<file path="src/hdl/packet_marker_message_locator_assert.svh">
// Assertion macros for the packet marker message locator.
`ifndef PACKET_MARKER_MESSAGE_LOCATOR_ASSERT_SVH
`define PACKET_MARKER_MESSAGE_LOCATOR_ASSERT_SVH

// Same-cycle implication, checked outside reset.
`define PMML_ASSERT_IMP(lbl, ante, cons, msg) \
  lbl: assert property (@(posedge clk) disable iff (rst) (ante) |-> (cons)) else $error(msg);

// Next-cycle implication, checked outside reset.
`define PMML_ASSERT_NXT(lbl, ante, cons, msg) \
  lbl: assert property (@(posedge clk) disable iff (rst) (ante) |=> (cons)) else $error(msg);

`endif

</file>
<file path="src/hdl/pmml_pkg.sv">
// Types, codes and constants for the packet marker message locator.
package pmml_pkg;

  localparam int FLAG_BYTES_DEF = 8;
  localparam int MSG_LEN_DEF    = 1024;
  localparam int PKT_LEN_DEF    = 65536;

  localparam int BYTE_W     = 8;
  localparam int CFG_DATA_W = 64;
  localparam int CFG_ADDR_W = 2;
  localparam int FLAG_LEN_W = 4;
  localparam int KIND_W     = 2;
  localparam int OFFSET_W   = 16;
  localparam int MSG_LEN_W  = 11;

  typedef enum logic [1:0] {
    PH_OPEN,
    PH_CLOSE,
    PH_FOUND,
    PH_FAIL
  } phase_t;

  typedef enum logic [KIND_W-1:0] {
    KIND_NONE = 2'd0,
    KIND_CB   = 2'd1,
    KIND_CMD  = 2'd2
  } kind_t;

  typedef enum logic [CFG_ADDR_W-1:0] {
    REG_CB_FLAG,
    REG_CB_FLAG_LEN,
    REG_CMD_FLAG,
    REG_CMD_FLAG_LEN
  } cfg_reg_t;

endpackage

</file>
<file path="src/hdl/packet_marker_message_locator.sv">
// Packet marker message locator: marker search over a byte stream, one result per packet.
// Takes one packet byte per cycle with no gaps required. Each byte shifts into a window of
// the newest MAX_FLAG_BYTES bytes, which is compared in parallel against the callback and
// command markers in the same cycle; the search state of both finders is a single register
// stage, so the sustained rate is one byte per clock. The result for a packet is presented
// on the cycle after its last byte is taken and is held until out_ready. Bytes keep flowing
// while a result waits; only a further last byte stalls until the pending result is taken.
// Bytes at offset MAX_PKT_LEN and beyond are ignored for matching. Write the marker
// registers only while no packet is in progress.
module packet_marker_message_locator #(
  parameter int MAX_FLAG_BYTES = pmml_pkg::FLAG_BYTES_DEF,
  parameter int MAX_MSG_LEN    = pmml_pkg::MSG_LEN_DEF,
  parameter int MAX_PKT_LEN    = pmml_pkg::PKT_LEN_DEF
) (
  input  logic                            clk,
  input  logic                            rst,
  input  logic                            cfg_wr_en,
  input  logic [pmml_pkg::CFG_ADDR_W-1:0] cfg_addr,
  input  logic [pmml_pkg::CFG_DATA_W-1:0] cfg_wdata,
  input  logic                            in_valid,
  output logic                            in_ready,
  input  logic [pmml_pkg::BYTE_W-1:0]     data_byte,
  input  logic                            pkt_last,
  output logic                            out_valid,
  input  logic                            out_ready,
  output logic [pmml_pkg::KIND_W-1:0]     found_kind,
  output logic [pmml_pkg::OFFSET_W-1:0]   msg_offset,
  output logic [pmml_pkg::MSG_LEN_W-1:0]  msg_len
);
  import pmml_pkg::*;

  localparam int WIN_W = BYTE_W * MAX_FLAG_BYTES;
  localparam int POS_W = $clog2(MAX_PKT_LEN + 1);
  localparam int LEN_W = $clog2(MAX_MSG_LEN + 1);
  localparam int CMP_W = (POS_W > LEN_W) ? POS_W : LEN_W;
  localparam int CB    = 0;
  localparam int CMD   = 1;

  logic [CFG_DATA_W-1:0] flag [2];
  logic [FLAG_LEN_W-1:0] flag_len [2];

  logic [WIN_W-1:0] window, window_next, win_shift;
  logic [POS_W-1:0] pos, pos_next, pos_inc;
  phase_t           phase [2];
  phase_t           phase_step [2];
  phase_t           phase_next [2];
  logic [POS_W-1:0] start [2];
  logic [POS_W-1:0] start_next [2];
  logic [LEN_W-1:0] length [2];
  logic [LEN_W-1:0] length_next [2];

  logic [FLAG_LEN_W-1:0] clen [2];
  logic                  hit [2];
  logic [POS_W:0]        close_sum [2];
  logic [POS_W-1:0]      mlen [2];

  logic  in_accept, active, close_pkt;
  kind_t kind_next;

  function automatic logic win_match(logic [CFG_DATA_W-1:0] marker,
                                     logic [FLAG_LEN_W-1:0] len,
                                     logic [WIN_W-1:0]      win);
    logic       ok;
    logic [2:0] idx;
    ok = 1'b1;
    for (int a = 0; a < MAX_FLAG_BYTES; a++) begin
      idx = 3'(len - FLAG_LEN_W'(a) - FLAG_LEN_W'(1));
      if (FLAG_LEN_W'(a) < len && win[BYTE_W*a +: BYTE_W] != marker[BYTE_W*idx +: BYTE_W]) begin
        ok = 1'b0;
      end
    end
    return ok;
  endfunction

  assign in_ready  = out_ready | ~out_valid | ~pkt_last;
  assign in_accept = in_valid & in_ready;
  assign active    = (CMP_W + 1)'(pos) < (CMP_W + 1)'(MAX_PKT_LEN);
  assign close_pkt = in_accept & pkt_last;
  assign pos_inc   = pos + POS_W'(1);
  assign win_shift = WIN_W'({window, data_byte});

  always_comb begin
    for (int f = 0; f < 2; f++) begin
      if (flag_len[f] == '0) begin
        clen[f] = FLAG_LEN_W'(1);
      end else if (flag_len[f] > FLAG_LEN_W'(MAX_FLAG_BYTES)) begin
        clen[f] = FLAG_LEN_W'(MAX_FLAG_BYTES);
      end else begin
        clen[f] = flag_len[f];
      end
      hit[f]        = win_match(flag[f], clen[f], win_shift);
      close_sum[f]  = {1'b0, start[f]} + (POS_W + 1)'(clen[f]);
      mlen[f]       = pos_inc - POS_W'(clen[f]) - start[f];
      phase_step[f] = phase[f];
      start_next[f] = start[f];
      length_next[f] = length[f];
      if (in_accept && active) begin
        unique case (phase[f])
          PH_OPEN: begin
            if (pos_inc >= POS_W'(clen[f]) && hit[f]) begin
              start_next[f] = pos_inc;
              phase_step[f] = PH_CLOSE;
            end
          end
          PH_CLOSE: begin
            if ({1'b0, pos_inc} >= close_sum[f] && hit[f]) begin
              if (mlen[f] == '0 || CMP_W'(mlen[f]) > CMP_W'(MAX_MSG_LEN)) begin
                phase_step[f] = PH_FAIL;
              end else begin
                length_next[f] = LEN_W'(mlen[f]);
                phase_step[f]  = PH_FOUND;
              end
            end
          end
          PH_FOUND, PH_FAIL: begin
          end
        endcase
      end
      phase_next[f] = close_pkt ? PH_OPEN : phase_step[f];
    end

    window_next = window;
    pos_next    = pos;
    if (in_accept && active) begin
      window_next = win_shift;
      pos_next    = pos_inc;
    end
    if (close_pkt) begin
      window_next = '0;
      pos_next    = '0;
    end

    priority if (phase_step[CB] == PH_FOUND) begin
      kind_next = KIND_CB;
    end else if (phase_step[CMD] == PH_FOUND) begin
      kind_next = KIND_CMD;
    end else begin
      kind_next = KIND_NONE;
    end
  end

  always_ff @(posedge clk) begin
    if (rst) begin
      flag[CB]      <= '0;
      flag[CMD]     <= '0;
      flag_len[CB]  <= FLAG_LEN_W'(1);
      flag_len[CMD] <= FLAG_LEN_W'(1);
    end else if (cfg_wr_en) begin
      unique case (cfg_reg_t'(cfg_addr))
        REG_CB_FLAG:      flag[CB]      <= cfg_wdata;
        REG_CB_FLAG_LEN:  flag_len[CB]  <= cfg_wdata[FLAG_LEN_W-1:0];
        REG_CMD_FLAG:     flag[CMD]     <= cfg_wdata;
        REG_CMD_FLAG_LEN: flag_len[CMD] <= cfg_wdata[FLAG_LEN_W-1:0];
      endcase
    end
  end

  always_ff @(posedge clk) begin
    if (rst) begin
      window     <= '0;
      pos        <= '0;
      phase[CB]  <= PH_OPEN;
      phase[CMD] <= PH_OPEN;
    end else begin
      window     <= window_next;
      pos        <= pos_next;
      phase[CB]  <= phase_next[CB];
      phase[CMD] <= phase_next[CMD];
    end
  end

  always_ff @(posedge clk) begin
    start[CB]   <= start_next[CB];
    start[CMD]  <= start_next[CMD];
    length[CB]  <= length_next[CB];
    length[CMD] <= length_next[CMD];
  end

  always_ff @(posedge clk) begin
    if (rst) begin
      out_valid <= 1'b0;
    end else if (close_pkt) begin
      out_valid <= 1'b1;
    end else if (out_ready) begin
      out_valid <= 1'b0;
    end
  end

  always_ff @(posedge clk) begin
    if (close_pkt) begin
      found_kind <= kind_next;
      unique case (kind_next)
        KIND_CB: begin
          msg_offset <= OFFSET_W'(start_next[CB]);
          msg_len    <= MSG_LEN_W'(length_next[CB]);
        end
        KIND_CMD: begin
          msg_offset <= OFFSET_W'(start_next[CMD]);
          msg_len    <= MSG_LEN_W'(length_next[CMD]);
        end
        KIND_NONE: begin
          msg_offset <= '0;
          msg_len    <= '0;
        end
      endcase
    end
  end

`include "packet_marker_message_locator_assert.svh"

  `PMML_ASSERT_NXT(a_last_gives_result, in_valid && in_ready && pkt_last, out_valid, "no result after last byte")
  `PMML_ASSERT_NXT(a_clear_after_last, in_valid && in_ready && pkt_last, pos == '0 && phase[CB] == PH_OPEN && phase[CMD] == PH_OPEN, "search state not cleared after packet")
  `PMML_ASSERT_IMP(a_none_is_zero, out_valid && found_kind == KIND_NONE, msg_offset == '0 && msg_len == '0, "empty result carries offset or length")
  `PMML_ASSERT_IMP(a_found_offset, out_valid && found_kind != KIND_NONE, msg_offset != '0, "found message at offset zero")

endmodule
</file>
<file path="config.mk">
export PLATFORM = sky130hd
export DESIGN_NAME = packet_marker_message_locator
export DESIGN_NICKNAME = d
export VERILOG_FILES = /design/src/hdl/pmml_pkg.sv /design/src/hdl/packet_marker_message_locator.sv
export VERILOG_INCLUDE_DIRS = /design/src /design/src/hdl
export SDC_FILE = /design/constraint.sdc
export NUM_CORES = 1
export LEC_CHECK = 0
export BUFFER_PORTS_ARGS = -buffer_cell sky130_fd_sc_hd__buf_2
export CORE_MARGIN = 2
export CORE_UTILIZATION = 50
export CTS_BUF_LIST = sky130_fd_sc_hd__clkbuf_4 sky130_fd_sc_hd__clkbuf_8
export DETAILED_ROUTE_END_ITERATION = 7
export PLACE_DENSITY = 0.72
export SYNTH_ARGS = -nofsm -noshare
export SYNTH_HDL_FRONTEND = slang
export SYNTH_SLANG_ARGS = --single-unit
export TNS_END_PERCENT = 50
</file>
<file path="constraint.sdc">
create_clock -name clk -period 8 [get_ports clk]
set_clock_uncertainty 0.2 [all_clocks]
set_input_delay 0.8 -clock clk [delete_from_list [all_inputs] [get_ports clk]]
set_output_delay 0.8 -clock clk [all_outputs]
set_load 0.05 [all_outputs]
</file>
Yosys cells after proc, flatten, opt, wreduce, memory -nomap -nowiden
Memory sizes are Yosys's and may differ from the RTL's.
Cells that the tools add are included.
{"block": "totals", "output_inout_bits": 31, "inputBits": 80, "memories": 5, "reg_bits": 103, "elab_cells": 234, "ram_bits": 196}
{"name": "flag", "words": 2, "width": 64, "rd": 2, "rd_clocked_by_memory_dff": 0, "wr": 2, "line_no": "packet_marker_message_locator.sv:39", "rtl": "logic [CFG_DATA_W-1:0] flag [2];"}
{"name": "start", "words": 2, "width": 17, "rd": 2, "rd_clocked_by_memory_dff": 0, "wr": 2, "line_no": "packet_marker_message_locator.sv:47", "rtl": "logic [POS_W-1:0] start [2];"}
{"name": "length", "words": 2, "width": 11, "rd": 2, "rd_clocked_by_memory_dff": 0, "wr": 2, "line_no": "packet_marker_message_locator.sv:49", "rtl": "logic [LEN_W-1:0] length [2];"}
{"name": "flag_len", "words": 2, "width": 4, "rd": 2, "rd_clocked_by_memory_dff": 0, "wr": 2, "line_no": "packet_marker_message_locator.sv:40", "rtl": "logic [FLAG_LEN_W-1:0] flag_len [2];"}
{"name": "phase", "words": 2, "width": 2, "rd": 2, "rd_clocked_by_memory_dff": 0, "wr": 2, "line_no": "packet_marker_message_locator.sv:44", "rtl": "phase_t phase [2];"}
{"block": "op_classes", "n_addsub": 35, "n_shift": 16, "reduce_logical": 33, "n_lt_le_gt_ge": 25, "bitwise": 12, "mux": 77, "eq_ne": 25}
{"operator": "64-bit by 7-bit indexed part select with 8-bit output", "count": 16}
{"operator": "64-bit 2-to-1 mux", "count": 2}
{"operator": "8-bit != test", "count": 16}
{"operator": "17-bit 2-to-1 mux", "count": 6}
{"operator": "11-bit 2-to-1 mux", "count": 8}
{"operator": "16-bit case mux with 3 select lines", "count": 1}
{"operator": "3-bit by 1-bit subtractor with 3-bit output, second input constant", "count": 16}
{"operator": "1-bit 2-to-1 mux", "count": 39}
{"operator": "17-bit by 4-bit adder with 18-bit output", "count": 2}
{"operator": "17-bit by 18-bit greater-or-equal comparator with 1-bit output", "count": 2}
{"operator": "17-bit by 4-bit greater-or-equal comparator with 1-bit output", "count": 2}
{"operator": "17-bit by 11-bit > comparator with 1-bit output, second input constant", "count": 2}
{"operator": "17-bit logical NOT", "count": 2}
{"operator": "17-bit subtractor", "count": 2}
{"operator": "17-bit by 4-bit subtractor with 17-bit output", "count": 2}
{"operator": "11-bit case mux with 3 select lines", "count": 1}
{"operator": "3-bit by 4-bit < comparator with 1-bit output, first input constant", "count": 8}
{"operator": "2-bit 2-to-1 mux", "count": 12}
{"operator": "4-bit 2-to-1 mux", "count": 6}
{"operator": "3-bit subtractor, second input constant", "count": 8}
{"operator": "1-bit logical AND", "count": 21}
{"operator": "17-bit by 1-bit adder with 17-bit output, second input constant", "count": 1}
{"operator": "17-bit < comparator, second input constant", "count": 1}
{"operator": "1-bit by 4-bit < comparator with 1-bit output, first input constant", "count": 4}
{"operator": "14 further kinds", "count": 43}

Logic depth before layout (Yosys ltp)
An unclocked memory read counts as a cell.
{"block": "logic_depth", "depth_word": 25, "depth_mapped": 30, "mapped_depth_nobuf": 24}

Worst setup path before layout
No wires, ideal clock.
{"block": "synth_timing", "path_kind": "flip-flop to flip-flop", "start": "memory flag_len[1][2] (netlist: flag_len[0][6])", "end": "register msg_len[7] (netlist name) (data pin)", "stages_incl_launch_ff": 24, "setup_slack_ps": 2102, "setup_time_ps": 261, "t_arrival_ps": 5437, "n_path_buf": 4, "path_cell_list": "edfxtp_1 > o21bai_1 > and2_1 > clkbuf_1 > buf_2 > buf_2 > ha_1 > ha_1 > or2_2 > inv_1 > fa_1 > nor2b_1 > o31a_1 > o221a_2 > o21a_1 > or4_1 > nand3_1 > xnor2_1 > nand4_1 > nor4_1 > buf_2 > mux2_2 > and4b_1 > a221o_1"}
{"element": "from (decl)", "line_no": "packet_marker_message_locator.sv:40"}
{"element": "to (signal assigned)", "line_no": "packet_marker_message_locator.sv:195", "rtl": "msg_len <= MSG_LEN_W'(length_next[CB]);"}
{"element": "to (signal assigned)", "line_no": "packet_marker_message_locator.sv:199", "rtl": "msg_len <= MSG_LEN_W'(length_next[CMD]);"}
{"element": "to (decl)", "line_no": "packet_marker_message_locator.sv:28", "rtl": "output logic [pmml_pkg::MSG_LEN_W-1:0] msg_len"}

==> metrics.txt <==
row count=77; Core Util, Final=between 50% and 60%; DR WL/cell=28.19 um; htree depth=2; Synth top cells by count=nand2_1, a21oi_1, edfxtp_1, inv_1, dfxtp_1; Port Buffers=110; hold path start=data_byte[1]; Die Wd=216.7 um; Setup CP Type=flip-flop to flip-flop; CTS Root Cell=clkbuf_8; area leader, netlist=edfxtp_1; share of post-route cells with drive strength above 1=between 15 and 20%; drt via density=6.499; top-area cell type share of the netlist area=around 22%; R2R setup slack=about 940 ps; R2R Path Start=flag_len[0][5]$_DFFE_PP_; Placer Congestion=1.034; Mapped Cells=roughly 2400; vias in the first global route=around 19000; PostCTS Resize Cnt=0; top-count cell post-synth=nand2_1; Seq cells post-synth=roughly 300; largest net degree at the start of global routing=just under 80; pin slew with the least headroom to its limit=roughly 1200 ps; post-synthesis cell type count=~90; Arrival @ worst endpoint=approximately 7300 ps; Post-synth EDFFs=approximately 170; Final nets=between 2000 and 3000; reg2reg path depth=16; slew margin rel.=17.92%; CP max FO=60; Yosys warnings=0; Final ANT Viol Nets=0; Synth async-reset ratio=0%; Routed WL=between 80000 and 90000 um; min cycle time layout=7059 ps; Main synth FF type=edfxtp_1; class of the worst hold path=primary input to flip-flop; GRT Residual Overflow=0; Final Max Tran Viols=0; DIE AREA=between 0.04 and 0.05 sq mm; MaxCap Viol Count=0; syn avg cell area=~9.6 sq um; Core ar.=between 0.04 and 0.05 sq mm; Hold Buf Count CTS=0; Area Overhead vs Synth=9.827%; CP endpoint kind=flip-flop; mapped cell area=roughly 0.023 sq mm; CTS tree=built; Pre-Repair DR Iteration Count=6; Max Root-Sink Buffers=3; period utilisation layout=between 80% and 90%; Pleak=slightly below 10 nW; Post-CTS Setup Inserts=0; crit path launch type=flip-flop; Post-Syn Nets=between 2000 and 3000; synth top area cells=edfxtp_1, dfxtp_1, mux4_2; PwrDens=about 230 mW/mm^2; Setup Total Neg Slack=0 ps; Residual DRC=0; Hold Path End=window[1]$_SDFFE_PP0P_; hold path depth=3; initial antenna violation count=1; final hold viol count=0; initial core utilization=approximately half; DRT iter0 DRCs=between 2000 and 2500; FF-to-FF End=msg_offset[13]$_DFFE_PP_; Fmax achieved=141.7 MHz; overall routing resource usage=about 36%; # setup viols final=0; RSZ-0062 raised after global routing=no; status=finished, final reports clean; Worst EP required=roughly 8300 ps; Die Ht=between 200 and 250 um; first-pass GRT wire length=125600 um; hpwl dp=approximately 67000 um; CTS buffer count=51; IO Pins=about 110; CTS clk-pin slew, worst paths=about 60 ps; CTS Sinks=between 200 and 300; Clk Latency, worst-skew pair=roughly 680 ps; routed via count=around 20000; worst vdd rail ir drop=approximately 0.17 mV; sequential-to-total area share from yosys stat=approximately a third
-- metal layers --
| metal | vias to the layer above | track usage (%) | wire length (um) |
|---|---|---|---|
| li1 | 8929 | - | - |
| met1 | 9628 | 44.64 | 32920 |
| met2 | 1139 | 58.81 | 39730 |
| met3 | 263 | 5.333 | 6845 |
| met4 | 0 | 26.28 | 7067 |
| met5 | - | 0 | 0 |
-- per-stage QoR --
stage	cell area [sq um]	hold slack, ps	std cells	setup WS (ps)	total power (W)
2_1_floorplan	22630	231.9	2365	2102	0.003562
3_3_place_gp	23730	244.9	2979	724.8	0.004179
3_5_place_dp	23730	253.0	2979	739.3	0.004222
4_1_cts	24850	207.3	3070	691.8	0.005789
5_1_grt	24850	237.5	3071	548.0	0.006121
6_report	24850	236.3	3071	940.7	0.005825
-- kinds of logic after synthesis --
| group | synth area share, % |
|---|---|
| AND/OR/NAND/NOR | 14.87 |
| AO/OA/AOI/OAI | 17.47 |
| flip-flops | 33.84 |
| buffers and inverters | 5.298 |
| multiplexers | 13.55 |
| XOR/XNOR | 7.731 |
| adder cells (fa/ha/maj) | 7.233 |
-- power breakdown --
group	switching [W]	leakage [nW]	total [W]	internal, W
Combinational	0.00136	6.51	0.00233	0.000962
Sequential	0.000192	2.70	0.00193	0.00174
Clock	0.000673	0.581	0.00157	0.000894
Total	0.00223	9.80	0.00582	0.00360
-- worst max-delay path: stages (launching register included) --
cell and delay [ps]:
edfxtp_1 330, buf_4 420, o21bai_1 130, buf_4 230
and2_2 230, buf_4 310, ha_1 350, xnor2_2 980
mux4_2 440, xnor2_1 140, nor4_1 500, o2bb2ai_1 180
a41oi_1 290, nor4_2 340, o21bai_1 460, nand3b_1 850
o2bb2ai_1 420
-- how the worst max path moves through the flow --
stage,startpoint,end,depth (start not counted)
final,flag_len[0][5]$_DFFE_PP_,msg_offset[13]$_DFFE_PP_,16
after detailed placement,flag_len[0][2]$_DFFE_PP_,msg_len[2]$_DFFE_PP_,21
after CTS,flag_len[0][2]$_DFFE_PP_,msg_len[2]$_DFFE_PP_,21
after floorplan,flag_len[0][6]$_DFFE_PP_,msg_len[7]$_DFFE_PP_,23
after global placement,flag_len[0][2]$_DFFE_PP_,msg_len[2]$_DFFE_PP_,21
after global routing,flag_len[0][5]$_DFFE_PP_,msg_offset[1]$_DFFE_PP_,18
-- registers in the layout, indices dropped and copies added, names as in the netlist --
signal      count
msg_len        11
flag_len        8
phase           4
length         22
start          34
pos            17
out_valid       1
flag          128
window         56
msg_offset     16
found_kind      2
-- area by class of cell --
| class | instances | area [sq um] |
|---|---|---|
| clock inverters | 25 | 304.0 |
| multi-input cells | 1771 | 13810 |
| diodes | 1 | 2.502 |
| fillers | 3918 | 19570 |
| clock buffers | 66 | 814.5 |
| repair buffers | 160 | 925.9 |
| flip-flops and latches | 299 | 7657 |
| well taps | 592 | 740.7 |
| inverters | 157 | 591.8 |
-- cells in the final DEF, fill, tap and decap left out, types with 38 or more instances in the layout --
cell type / count
clkbuf_8: 51
a21oi_1: 170
xor2_1: 90
dfxtp_1: 132
o21ai_0: 79
inv_1: 152
ha_1: 118
buf_2: 110
mux4_2: 66
and2_1: 69
xnor2_1: 105
nand3_1: 38
nand2_1: 212
edfxtp_1: 167
mux2_2: 39
nor2_1: 98
mux2i_1: 114
buf_4: 50
No activity file was read; power rests on OpenSTA's default activity.
